File: config.mk
export PLATFORM = sky130hd
export DESIGN_NAME = fpa_sqrt
export DESIGN_NICKNAME = d
export VERILOG_FILES = /design/src/hdl/fpa_pkg.sv /design/src/hdl/fpa_sqrt.sv
export SDC_FILE = /design/constraint.sdc
export NUM_CORES = 2
export LEC_CHECK = 0
export BUFFER_PORTS_ARGS = -buffer_cell sky130_fd_sc_hd__buf_4
export CORE_ASPECT_RATIO = 0.8
export CORE_MARGIN = 2
export CORE_UTILIZATION = 55
export CTS_BUF_LIST = sky130_fd_sc_hd__clkbuf_16
export DETAILED_ROUTE_END_ITERATION = 10
export PLACE_DENSITY_LB_ADDON = 0.08
export SLEW_MARGIN = 15
export SYNTH_ARGS = -nofsm -noshare
export SYNTH_HDL_FRONTEND = slang
export SYNTH_SLANG_ARGS = --single-unit
File: constraint.sdc
create_clock -name clock -period 40.8 [get_ports clock]
set_clock_uncertainty 0.2 [all_clocks]
set_input_delay 2.04 -clock clock [delete_from_list [all_inputs] [get_ports clock]]
set_output_delay 2.04 -clock clock [all_outputs]
set_load 0.1 [all_outputs]
File: src/hdl/fpa_pkg.sv
// fixed-point alu package: constants, action codes, register indexes and pipeline types
// no dependencies; used by every module of the fixed-point alu core
package fpa_pkg;

   localparam int MAX_WIDTH      = 32;
   localparam int DATA_W         = 32;
   localparam int RAD_W          = 2 * DATA_W;
   localparam int REM_W          = DATA_W + 4;
   localparam int BITS_PER_STAGE = 4;
   localparam int SQRT_STAGES    = DATA_W / BITS_PER_STAGE;
   localparam int ADDR_W         = 4;

   typedef enum logic [3:0] {
      ACT_ADD     = 4'd0,
      ACT_SUB     = 4'd1,
      ACT_NEG     = 4'd2,
      ACT_MUL     = 4'd3,
      ACT_SHR     = 4'd4,
      ACT_SHL     = 4'd5,
      ACT_COMPARE = 4'd6,
      ACT_ABSDIFF = 4'd7,
      ACT_SQRT    = 4'd8
   } action_type;

   localparam logic [1:0] REG_IS_SIGNED    = 2'd0;
   localparam logic [1:0] REG_WIDTH_SELECT = 2'd1;
   localparam logic [1:0] REG_FRAC_BITS    = 2'd2;

   typedef struct packed {
      logic                valid;
      logic                use_root;
      logic [DATA_W-1:0]   result;
      logic                lt;
      logic                eq;
      logic [DATA_W-1:0]   mask;
      logic [REM_W-1:0]    rem;
      logic [DATA_W-1:0]   root;
      logic [RAD_W-1:0]    rad;
   } sq_type;

   // a few digits of the restoring square root, two radicand bits per digit
   function automatic sq_type sqrt_step(sq_type s);
      sq_type           t;
      logic [REM_W-1:0] trial;
      t = s;
      for (int i = 0; i < BITS_PER_STAGE; i++) begin
         t.rem = {t.rem[REM_W-3:0], t.rad[RAD_W-1:RAD_W-2]};
         t.rad = {t.rad[RAD_W-3:0], 2'b00};
         trial = {2'b00, t.root, 2'b01};
         if (t.rem >= trial) begin
            t.rem  = t.rem - trial;
            t.root = {t.root[DATA_W-2:0], 1'b1};
         end else begin
            t.root = {t.root[DATA_W-2:0], 1'b0};
         end
      end
      return t;
   endfunction

endpackage

File: src/hdl/fpa_sqrt.sv
// fixed-point alu square root pipeline: four root bits per stage, other results ride along
// depends on fpa_pkg; fed by fpa_front
module fpa_sqrt
   import fpa_pkg::*;
(
   input  logic   clock,
   input  logic   reset,
   input  logic   en,
   input  sq_type in_stage,
   output sq_type out_stage
);

   sq_type stage_ff [SQRT_STAGES];

   for (genvar k = 0; k < SQRT_STAGES; k++) begin : g_stage
      sq_type src;
      if (k == 0) begin : g_first
         assign src = in_stage;
      end else begin : g_rest
         assign src = stage_ff[k-1];
      end

      always_ff @(posedge clock) begin
         if (reset) begin
            stage_ff[k].valid <= 1'b0;
         end else if (en) begin
            stage_ff[k] <= sqrt_step(src);
         end
      end
   end

   assign out_stage = stage_ff[SQRT_STAGES-1];

endmodule
==> out/metrics.csv <==
stage,metric,value,unit
detailed_routing,M1 WL,156000,um
sta,Tcrit/Tclk final,38.5,%
floorplanning,Die W,501,um
floorplanning,Core Region,196000,sq um
hold_path,HP Class,reg -> reg,
setup_path,Startpoint Class,flip-flop,
sta,Final Hold Viols,0,
setup_path,Worst path slowest cell,edfxtp_1,
placed_design,Placed Instance Area,113000,sq um
cts,CTS resizes,0,
detailed_routing,max layer used,met4,
floorplanning,die height,401,um
placed_design,Placer Congestion,1.01,
setup_path,Worst EP arrival,15.98,ns
cts,"Clk Latency, worst-skew pair",0.82,ns
detailed_routing,average wire per standard cell,22.9,um
synth,Cell variety after synth,126,
cts,CTS tree,yes,
sta,Setup TNS,0,ns
floorplanning,Initial Util,55.5,%
synth,Yosys reg bits,1298,
final_layout,top flop regs,stage_ff: 1298 flops,
setup_path,WS Path Type,reg -> reg,
sta,Final Critical Period,15.70,ns
global_routing,initial antenna violation count,14,
final_layout,final instance area,118000,sq um
placed_design,post-placement worst setup slack,25.14,ns
placed_design,IO buf count,336,
sta,worst slew pin tran,1.23,ns
sta,setup ws final,25.10,ns
synth,async set or reset register ratio after synthesis,0,%
sta,final setup fails,0,
setup_path,"Top cell by count, worst path",o21ai_0,
detailed_routing,Met3 Wirelength,29700,um
floorplanning,die area,201000,sq um
global_routing,vias in the first global route,85600,
synth,"Warnings, synthesis",0,
detailed_routing,via count,93700,
sta,relative slew slack,18.0,%
synth,Mapped Cells,12000,
cts,CTS buffer count,135,
sta,Fmax,0.0637,GHz
cts,clk slew on worst S/H paths,0.07,ns
setup_path,CP peak stage delay,0.64,ns
detailed_routing,routed length on met2,144000,um
sta,Slew Limit Fails,0,
setup_path,CP Data Required Time,41.08,ns
cts,clock sinks,1298,
detailed_routing,Iteration-0 DRC Markers,10500,
detailed_routing,DRC,0,
detailed_routing,First-pass DRT Iterations,8,
cts,cts hold-fix bufs,0,
detailed_routing,Post-DRT Antenna Nets,0,
cts,buffer count from post-CTS setup fixing,0,
synth,number of synthesized flops with an enable pin,1298,
global_routing,grt ovf,0,
synth,Syn Area/Cell,9.08,sq um
cts,Max Root-Sink Buffers,3,
synth,synthesized area,109000,sq um
job,MaxCap Viol Count,0,
sta,RSZ-0062 raised after global routing,no,
floorplanning,io pins,403,
sta,WHS,0.205,ns
cts,clk root buf,clkbuf_16,
global_routing,largest net degree at the start of global routing,220,
global_routing,first-pass GRT wire length,508000,um
setup_path,Critical Path End Type,flip-flop,
final_layout,max FFs per register,1298,
floorplanning,Core Rows,145,
run_status,status,completed,
cts,H-tree depth,4,
synth,Synth Flop Type,edfxtp_1,
detailed_routing,Post-Route WL,340000,um
final_layout,Final Net Count,13400,
final_layout,Top reg by flops,stage_ff,
placed_design,hpwl dp,273000,um
global_routing,total global routing track utilization,32.5,%
final_layout,layout cells sized above 1,7.79,%
synth,"Seq/Total Area, Yosys",35.9,%
detailed_routing,Vias/cell,6.32,
setup_path,top fanout value on the critical path,48,
final_layout,"Area growth, synth to finish",8.52,%
[metrics by stage]
stage          std cells  utilization (%)
4_1_cts            14800             60.2
5_1_grt            14800             60.2
2_1_floorplan      12000                -
6_report           14800             60.2
3_3_place_gp       14600             57.8
3_5_place_dp       14600             57.8
[cells in the mapped netlist, drive strengths merged (43+ instances only)]
cell type | n | area, sq um
ha | 1088 | 13600
nand3 | 200 | 1010
and3 | 103 | 649
or2 | 43 | 269
a21o | 662 | 4970
and2 | 69 | 432
nor2 | 882 | 3320
nand4 | 211 | 1320
nand2 | 1131 | 4250
xnor2 | 635 | 5580
xor2 | 319 | 2790
a21oi | 1327 | 6690
buf | 167 | 990
edfxtp | 1298 | 39000
clkbuf | 239 | 900
o21ai | 932 | 4680
o21bai | 199 | 1490
o211ai | 55 | 418
mux2 | 184 | 2100
a31oi | 121 | 836
or3 | 57 | 357
o31ai | 83 | 628
inv | 659 | 2480
o21a | 136 | 1020
a211oi | 90 | 713
nand2b | 149 | 932
nor4 | 59 | 382
nor2b | 126 | 788
nor3 | 160 | 827
[per-layer routing]
metal  up-vias  track usage, %
li1      44600               -
met1     44500            48.8
met2      4081            48.1
met3       461            5.15
met4         0            9.17
met5         -               0
[worst max-delay path: cells and delay by family (launching register included)]
kind / cells / cell delay (ns)
AOI/OAI and AO/OA: 27 / 7.43
and+or+nand+nor: 16 / 3.19
buffers and inverters: 6 / 2.00
adders and majority gates: 4 / 1.76
DFF: 1 / 0.64
xor gates and xnor gates: 1 / 0.08
[cell families after synthesis]
logic type | count (synthesis) | synth area share [%]
compound gates | 4025 | 23.3
xor+xnor | 954 | 7.71
fa+ha+maj | 1088 | 12.5
buf+inv | 1066 | 4.02
flops | 1298 | 35.9
mux | 222 | 2.28
other cells | 1 | 0.00345
simple gates | 3296 | 14.2
[final timing paths]
path | startpoint | end | slack, ns | depth (start not counted)
hold / removal | stage_ff[0][348] | stage_ff[0][540] | 0.21 | 0
hold reg to reg | stage_ff[0][348] | stage_ff[0][540] | 0.21 | 0
setup reg to reg | stage_ff[1][270] | stage_ff[1][495] | 25.10 | 54
setup / recovery | stage_ff[1][270] | stage_ff[1][495] | 25.10 | 54
[final cells by class]
type                            count  area, sq um
Antenna cell                        2         5.00
Clock buffer                      135         3380
Clock inverter                    110         1200
Fill cell                       16700        78000
Inverter                          660         2480
Multi-Input combinational cell   9649        65500
Sequential cell                  1298        39000
Tap cell                         2572         3220
Timing Repair Buffer              400         3020
[cell usage in the layout (no fill, tap or decap), drive strengths merged, types with 41 or more instances in the layout]
cell type	n
a31o	41
conb	64
edfxtp	1298
o21a	136
and2	69
and3	103
or2	43
nand2b	149
nand3	200
xor2	319
nor4	59
clkbuf	135
or3	57
o21ai	932
nor2	882
mux2	184
xnor2	635
a31oi	121
a211oi	90
inv	681
nand4	211
nor3	160
o21bai	199
o31ai	83
buf	400
ha	1088
nor2b	126
a21oi	1327
a21o	662
nand2	1131
clkinv	70
o211ai	55
Power is left out: the tool's default activity adds up to more than one toggle a clock period on the data nets, which glitch-free logic cannot reach.
