===== src/hdl/fpa_pkg.sv =====
// fixed-point alu package: constants, action codes, register indexes and pipeline types
// no dependencies; used by every module of the fixed-point alu core
package fpa_pkg;

   localparam int MAX_WIDTH      = 32;
   localparam int DATA_W         = 32;
   localparam int RAD_W          = 2 * DATA_W;
   localparam int REM_W          = DATA_W + 4;
   localparam int BITS_PER_STAGE = 4;
   localparam int SQRT_STAGES    = DATA_W / BITS_PER_STAGE;
   localparam int ADDR_W         = 4;

   typedef enum logic [3:0] {
      ACT_ADD     = 4'd0,
      ACT_SUB     = 4'd1,
      ACT_NEG     = 4'd2,
      ACT_MUL     = 4'd3,
      ACT_SHR     = 4'd4,
      ACT_SHL     = 4'd5,
      ACT_COMPARE = 4'd6,
      ACT_ABSDIFF = 4'd7,
      ACT_SQRT    = 4'd8
   } action_type;

   localparam logic [1:0] REG_IS_SIGNED    = 2'd0;
   localparam logic [1:0] REG_WIDTH_SELECT = 2'd1;
   localparam logic [1:0] REG_FRAC_BITS    = 2'd2;

   typedef struct packed {
      logic                valid;
      logic                use_root;
      logic [DATA_W-1:0]   result;
      logic                lt;
      logic                eq;
      logic [DATA_W-1:0]   mask;
      logic [REM_W-1:0]    rem;
      logic [DATA_W-1:0]   root;
      logic [RAD_W-1:0]    rad;
   } sq_type;

   // a few digits of the restoring square root, two radicand bits per digit
   function automatic sq_type sqrt_step(sq_type s);
      sq_type           t;
      logic [REM_W-1:0] trial;
      t = s;
      for (int i = 0; i < BITS_PER_STAGE; i++) begin
         t.rem = {t.rem[REM_W-3:0], t.rad[RAD_W-1:RAD_W-2]};
         t.rad = {t.rad[RAD_W-3:0], 2'b00};
         trial = {2'b00, t.root, 2'b01};
         if (t.rem >= trial) begin
            t.rem  = t.rem - trial;
            t.root = {t.root[DATA_W-2:0], 1'b1};
         end else begin
            t.root = {t.root[DATA_W-2:0], 1'b0};
         end
      end
      return t;
   endfunction

endpackage


===== src/hdl/fpa_front.sv =====
// fixed-point alu front pipeline: format decode, simple operations, multiply and rounding
// depends on fpa_pkg; feeds fpa_sqrt
module fpa_front
   import fpa_pkg::*;
(
   input  logic              clock,
   input  logic              reset,
   input  logic              en,
   input  logic              in_valid,
   input  logic [3:0]        action,
   input  logic [DATA_W-1:0] operand_a,
   input  logic [DATA_W-1:0] operand_b,
   input  logic [4:0]        shift_amount,
   input  logic              is_signed,
   input  logic [1:0]        width_select,
   input  logic [5:0]        frac_bits,
   output sq_type            out
);

   // stage 1: decoded format and masked operands
   logic              v1_ff;
   action_type        act1_ff;
   logic [DATA_W-1:0] a1_ff, b1_ff, mask1_ff;
   logic [4:0]        sh1_ff;
   logic [4:0]        msb1_ff;
   logic [5:0]        f1_ff;
   logic              sgn1_ff;

   logic [5:0]        w_in, fmax_in, f_in;
   logic [DATA_W-1:0] mask_in;

   always_comb begin
      case (width_select)
         2'd0:    w_in = 6'd8;
         2'd1:    w_in = 6'd16;
         default: w_in = 6'd32;
      endcase
      if (w_in > 6'(MAX_WIDTH)) w_in = 6'(MAX_WIDTH);
      fmax_in = w_in - {5'd0, is_signed};
      f_in    = (frac_bits == 6'd0) ? 6'd1 : frac_bits;
      if (f_in > fmax_in) f_in = fmax_in;
      mask_in = {DATA_W{1'b1}} >> (6'd32 - w_in);
   end

   always_ff @(posedge clock) begin
      if (reset) begin
         v1_ff <= 1'b0;
      end else if (en) begin
         v1_ff <= in_valid;
      end
   end

   always_ff @(posedge clock) begin
      if (en) begin
         act1_ff  <= action_type'(action);
         a1_ff    <= operand_a & mask_in;
         b1_ff    <= operand_b & mask_in;
         sh1_ff   <= shift_amount;
         mask1_ff <= mask_in;
         msb1_ff  <= 5'(w_in - 6'd1);
         f1_ff    <= f_in;
         sgn1_ff  <= is_signed;
      end
   end

   // stage 2: simple results, compare, magnitude product, radicand
   logic              v2_ff, lt2_ff, eq2_ff, neg2_ff, sqz2_ff;
   action_type        act2_ff;
   logic [DATA_W-1:0] r2_ff, mask2_ff;
   logic [RAD_W-1:0]  prod2_ff, rad2_ff;
   logic [5:0]        f2_ff;

   logic              sa, sb, a_lt_b, b_lt_a;
   logic [DATA_W:0]   ea, eb, shr_full;
   logic [DATA_W-1:0] ma, mb, r_in;

   always_comb begin
      sa       = sgn1_ff & a1_ff[msb1_ff];
      sb       = sgn1_ff & b1_ff[msb1_ff];
      ea       = sa ? {1'b1, a1_ff | ~mask1_ff} : {1'b0, a1_ff};
      eb       = sb ? {1'b1, b1_ff | ~mask1_ff} : {1'b0, b1_ff};
      a_lt_b   = $signed(ea) < $signed(eb);
      b_lt_a   = $signed(eb) < $signed(ea);
      ma       = sa ? ((~a1_ff + 1'b1) & mask1_ff) : a1_ff;
      mb       = sb ? ((~b1_ff + 1'b1) & mask1_ff) : b1_ff;
      shr_full = $signed(ea) >>> sh1_ff;
      case (act1_ff)
         ACT_ADD:     r_in = a1_ff + b1_ff;
         ACT_SUB:     r_in = a1_ff - b1_ff;
         ACT_NEG:     r_in = DATA_W'(0) - a1_ff;
         ACT_SHR:     r_in = shr_full[DATA_W-1:0];
         ACT_SHL:     r_in = a1_ff << sh1_ff;
         ACT_ABSDIFF: r_in = b_lt_a ? (a1_ff - b1_ff) : (b1_ff - a1_ff);
         default:     r_in = '0;
      endcase
   end

   always_ff @(posedge clock) begin
      if (reset) begin
         v2_ff <= 1'b0;
      end else if (en) begin
         v2_ff <= v1_ff;
      end
   end

   always_ff @(posedge clock) begin
      if (en) begin
         act2_ff  <= act1_ff;
         r2_ff    <= r_in & mask1_ff;
         lt2_ff   <= (act1_ff == ACT_COMPARE) & a_lt_b;
         eq2_ff   <= (act1_ff == ACT_COMPARE) & (a1_ff == b1_ff);
         prod2_ff <= RAD_W'(ma) * RAD_W'(mb);
         neg2_ff  <= sa ^ sb;
         sqz2_ff  <= sa;
         f2_ff    <= f1_ff;
         mask2_ff <= mask1_ff;
         rad2_ff  <= {{DATA_W{1'b0}}, a1_ff} << f1_ff;
      end
   end

   // stage 3: rounding and scaling of the product
   logic              v3_ff, lt3_ff, eq3_ff, neg3_ff, sqz3_ff;
   action_type        act3_ff;
   logic [DATA_W-1:0] r3_ff, mask3_ff, p3_ff;
   logic [RAD_W-1:0]  rad3_ff, rounded, scaled;

   always_comb begin
      rounded = prod2_ff;
      if (f2_ff > 6'd8) rounded = prod2_ff + (RAD_W'(1) << (f2_ff - 6'd1));
      scaled = rounded >> f2_ff;
   end

   always_ff @(posedge clock) begin
      if (reset) begin
         v3_ff <= 1'b0;
      end else if (en) begin
         v3_ff <= v2_ff;
      end
   end

   always_ff @(posedge clock) begin
      if (en) begin
         act3_ff  <= act2_ff;
         r3_ff    <= r2_ff;
         lt3_ff   <= lt2_ff;
         eq3_ff   <= eq2_ff;
         neg3_ff  <= neg2_ff;
         sqz3_ff  <= sqz2_ff;
         mask3_ff <= mask2_ff;
         p3_ff    <= scaled[DATA_W-1:0] & mask2_ff;
         rad3_ff  <= rad2_ff;
      end
   end

   // stage 4: sign restore and operation select
   sq_type out_ff, out_in;

   always_comb begin
      out_in          = '0;
      out_in.valid    = v3_ff;
      out_in.lt       = lt3_ff;
      out_in.eq       = eq3_ff;
      out_in.mask     = mask3_ff;
      out_in.use_root = (act3_ff == ACT_SQRT) & ~sqz3_ff;
      out_in.rad      = out_in.use_root ? rad3_ff : '0;
      if (act3_ff == ACT_MUL) begin
         out_in.result = neg3_ff ? ((DATA_W'(0) - p3_ff) & mask3_ff) : p3_ff;
      end else begin
         out_in.result = r3_ff;
      end
   end

   always_ff @(posedge clock) begin
      if (reset) begin
         out_ff.valid <= 1'b0;
      end else if (en) begin
         out_ff <= out_in;
      end
   end

   assign out = out_ff;

endmodule


===== config.mk =====
export PLATFORM = sky130hd
export DESIGN_NAME = fpa_front
export DESIGN_NICKNAME = d
export VERILOG_FILES = /design/src/hdl/fpa_pkg.sv /design/src/hdl/fpa_front.sv
export SDC_FILE = /design/constraint.sdc
export NUM_CORES = 2
export LEC_CHECK = 0
export BUFFER_PORTS_ARGS = -buffer_cell sky130_fd_sc_hd__buf_2
export CORE_ASPECT_RATIO = 1.4
export CORE_MARGIN = 2
export CORE_UTILIZATION = 40
export DETAILED_ROUTE_END_ITERATION = 10
export GPL_TIMING_DRIVEN = 0
export HOLD_SLACK_MARGIN = 0.1
export PLACE_DENSITY_LB_ADDON = 0.15
export SLEW_MARGIN = 0
export SYNTH_ARGS = -nofsm -noshare
export SYNTH_HDL_FRONTEND = slang
export SYNTH_SLANG_ARGS = --single-unit
export TNS_END_PERCENT = 1

===== constraint.sdc =====
create_clock -name clock -period 23.8 [get_ports clock]
set_input_delay 4.76 -clock clock [delete_from_list [all_inputs] [get_ports clock]]
set_output_delay 4.76 -clock clock [all_outputs]
set_load 0.02 [all_outputs]

==> reports/results.ini <==
[placement]
io_buffers=217
dp.final_hpwl_um=351000
gp_congestion=1.09

[worst_setup_path]
max_stage_delay_ps=1100
crit_top_cell=fa_1
cp-start-kind=flop
path_max_fanout=10
critPathKind=flop to flop
rr_worst_depth=40
worst-path-buf-inv=9
rrSetupSlack_ps=7510
worst-path-stages=40
arrival_ps=16670
r2r-end=prod2_ff[63]
cp_slowest_cell=a22oi_1
endpoint_kind=flop
worst_path_dominant_cell_family=adder cells
crit_required_ps=24180
worstReg2RegStart=a1_ff[0]

[logic_synthesis]
synth_top_family_by_area=adder cells
synth.most_common_cell=nor2_1
syn_avg_cell_area_um2=8.55
synth.top_cells.by_count=1085 x nor2_1, 1052 x nand2_1, 1050 x inv_1
synth_adder_area_share_pct=31.0
synth-xor-area-share_pct=1.90
async_flop_share_pct=0
seq_area_frac_synth_pct=19.9
yosysWarningCount=0
synthSimpleGateAreaFrac_pct=18.0
synth_top_cell_by_area=fa_1
netlist_area_mm2=0.0768
syn_inst=8981
synth_cell_type_count=109
synth_area_leaders=fa_1 23%, edfxtp_1 20%, ha_1 7.6%, nor2_1 5.3%, nand2_1 5.1%
synth_edf_count=506
ys_ff_latch=510
synth_compound_area_share_pct=15.7
synth_top_area_share_pct=23.5
ys.flop_type=edfxtp_1
synthMuxAreaShare_pct=4.56

[timing]
clock_skew_ps=107
slew_viol_final=145
setup_viol=0
fin_crit_sh_pct=68.4
max_slew_margin_pct=-14.7
final_hold_viol_count=0
period_minus_slack_ps=16290
rsz0062_at_grt=no
worstMarginPinSlew_ps=1710
fmaxAchievable_mhz=61.4
finalSetupTns_ps=0

[status]
status=finished, violations left
violations=capacitance limit, slew limit

[global_routing]
grt_pass1_vias=74776
grt_overflow=0
grt_pass1_wl_um=583000
grt_antenna_before_repair=25
grt_util_all_layers_pct=42.8
grt_max_degree=124

[min_path]
hp-start=r2_ff[12]
hold_path.class=flop to flop
min_path_cells=0
hold_end=r3_ff[12]

[layout]
final_layout_size_suffix_gt1_share_pct=7.60
fin_nets=10803
syn_to_final_growth_pct=9.02

[routing]
vias_per_cell=6.29
drt_iter0_drc=8784
drc=0
antenna_left=0
drtPass1Iterations=8
wl_per_cell_um=35.7
wirelength_um=426000
via_count=74884

[clock_network]
cts_hold_buf=0
numClockSinks=510
cts_max_path_buffers=3
cts.root.buffer_cell=clkbuf_16
post-cts-setup-buffers=0
ctsResizeCount=0
cts_max_level=2
cts_tree=done
cts_inserted_buffers=49
insertion_delay_ps=730
clk_pin_slew_ps=70

[die]
io_pins=286
rows=190
initial_core_util_pct=40.2
core_mm2=0.191
die_h_um=522
fp.dieArea_mm2=0.195
die_x_um=374

[flow_run]
maxCapViolCount=19

==> layout by cell type, fill, tap and decap left out, drive strengths merged, types with 60 or more instances in the layout <==
cell | Yosys | routed
and3 | 68 | 68
edfxtp | 506 | 506
mux2i | 168 | 168
nor3 | 212 | 212
ha | 464 | 464
conb | 1 | 68
mux2 | 71 | 71
nor2 | 1086 | 1086
a21oi | 455 | 455
fa | 900 | 900
inv | 1051 | 1058
a211oi | 66 | 66
nand4 | 77 | 77
a31oi | 71 | 71
clkbuf | 461 | 516
buf | 198 | 450
o21ai | 458 | 458
o22ai | 60 | 60
and2 | 173 | 173
xnor2 | 126 | 126
nand2 | 1053 | 1053
nand3 | 118 | 118
a21o | 116 | 116
==> worst max path at each step <==
stage / startpoint / endpoint
2_1_floorplan: a1_ff[1] / prod2_ff[61]
3_5_place_dp: a1_ff[0] / prod2_ff[63]
4_1_cts: a1_ff[0] / prod2_ff[63]
5_1_grt: a1_ff[1] / prod2_ff[63]
6_report: a1_ff[0] / prod2_ff[63]
3_3_place_gp: en / out[32]
==> metrics by stage <==
stage	instance area, um2	util, %	worst slack, ps	instances	hold slack, ps
2_1_floorplan	77000	-	13020	9048	400
3_3_place_gp	81200	42.5	5270	11761	402
3_5_place_dp	81900	42.8	7900	11794	405
4_1_cts	83600	43.7	7790	11885	328
5_1_grt	83700	43.8	7060	11891	344
6_report	83700	43.8	7510	11908	341
==> layer usage <==
layer	vias up	global-route usage [%]	share of wire (%)
li1	31056	-	-
met3	1855	9.50	8.6
met4	12	45.4	13
met5	-	0	0.021
met2	4925	68.5	45
met1	37036	45.4	33
==> cells by family after synthesis <==
logic type                 after synthesis
DFF                                    510
muxes                                  284
buffers and inverters                 1718
adders and majority gates             1364
other                                    1
and+or+nand+nor                       3091
AOI/OAI and AO/OA                     1847
xor gates and xnor gates               166
==> final cells by class <==
cell class | instances | area, um2
flip-flops and latches | 510 | 15300
clock inverters | 37 | 449
diodes | 19 | 47.5
inverters | 1059 | 3980
fillers | 19398 | 107000
plain buffers | 659 | 2920
repair buffers | 254 | 1620
well taps | 2496 | 3120
clock buffers | 54 | 1240
multi-input cells | 6820 | 55000
==> flip-flops by register name, indices dropped and copies added, names as in the netlist, 32 cells and up <==
| register | flops |
|---|---|
| prod2_ff | 64 |
| a1_ff | 32 |
| r2_ff | 32 |
| b1_ff | 32 |
| rad3_ff | 64 |
| rad2_ff | 64 |
| r3_ff | 32 |
| p3_ff | 32 |
| out | 104 |
Power is not shown: default switching activity piles up to over one toggle a cycle in this logic, so the estimate is an artifact.
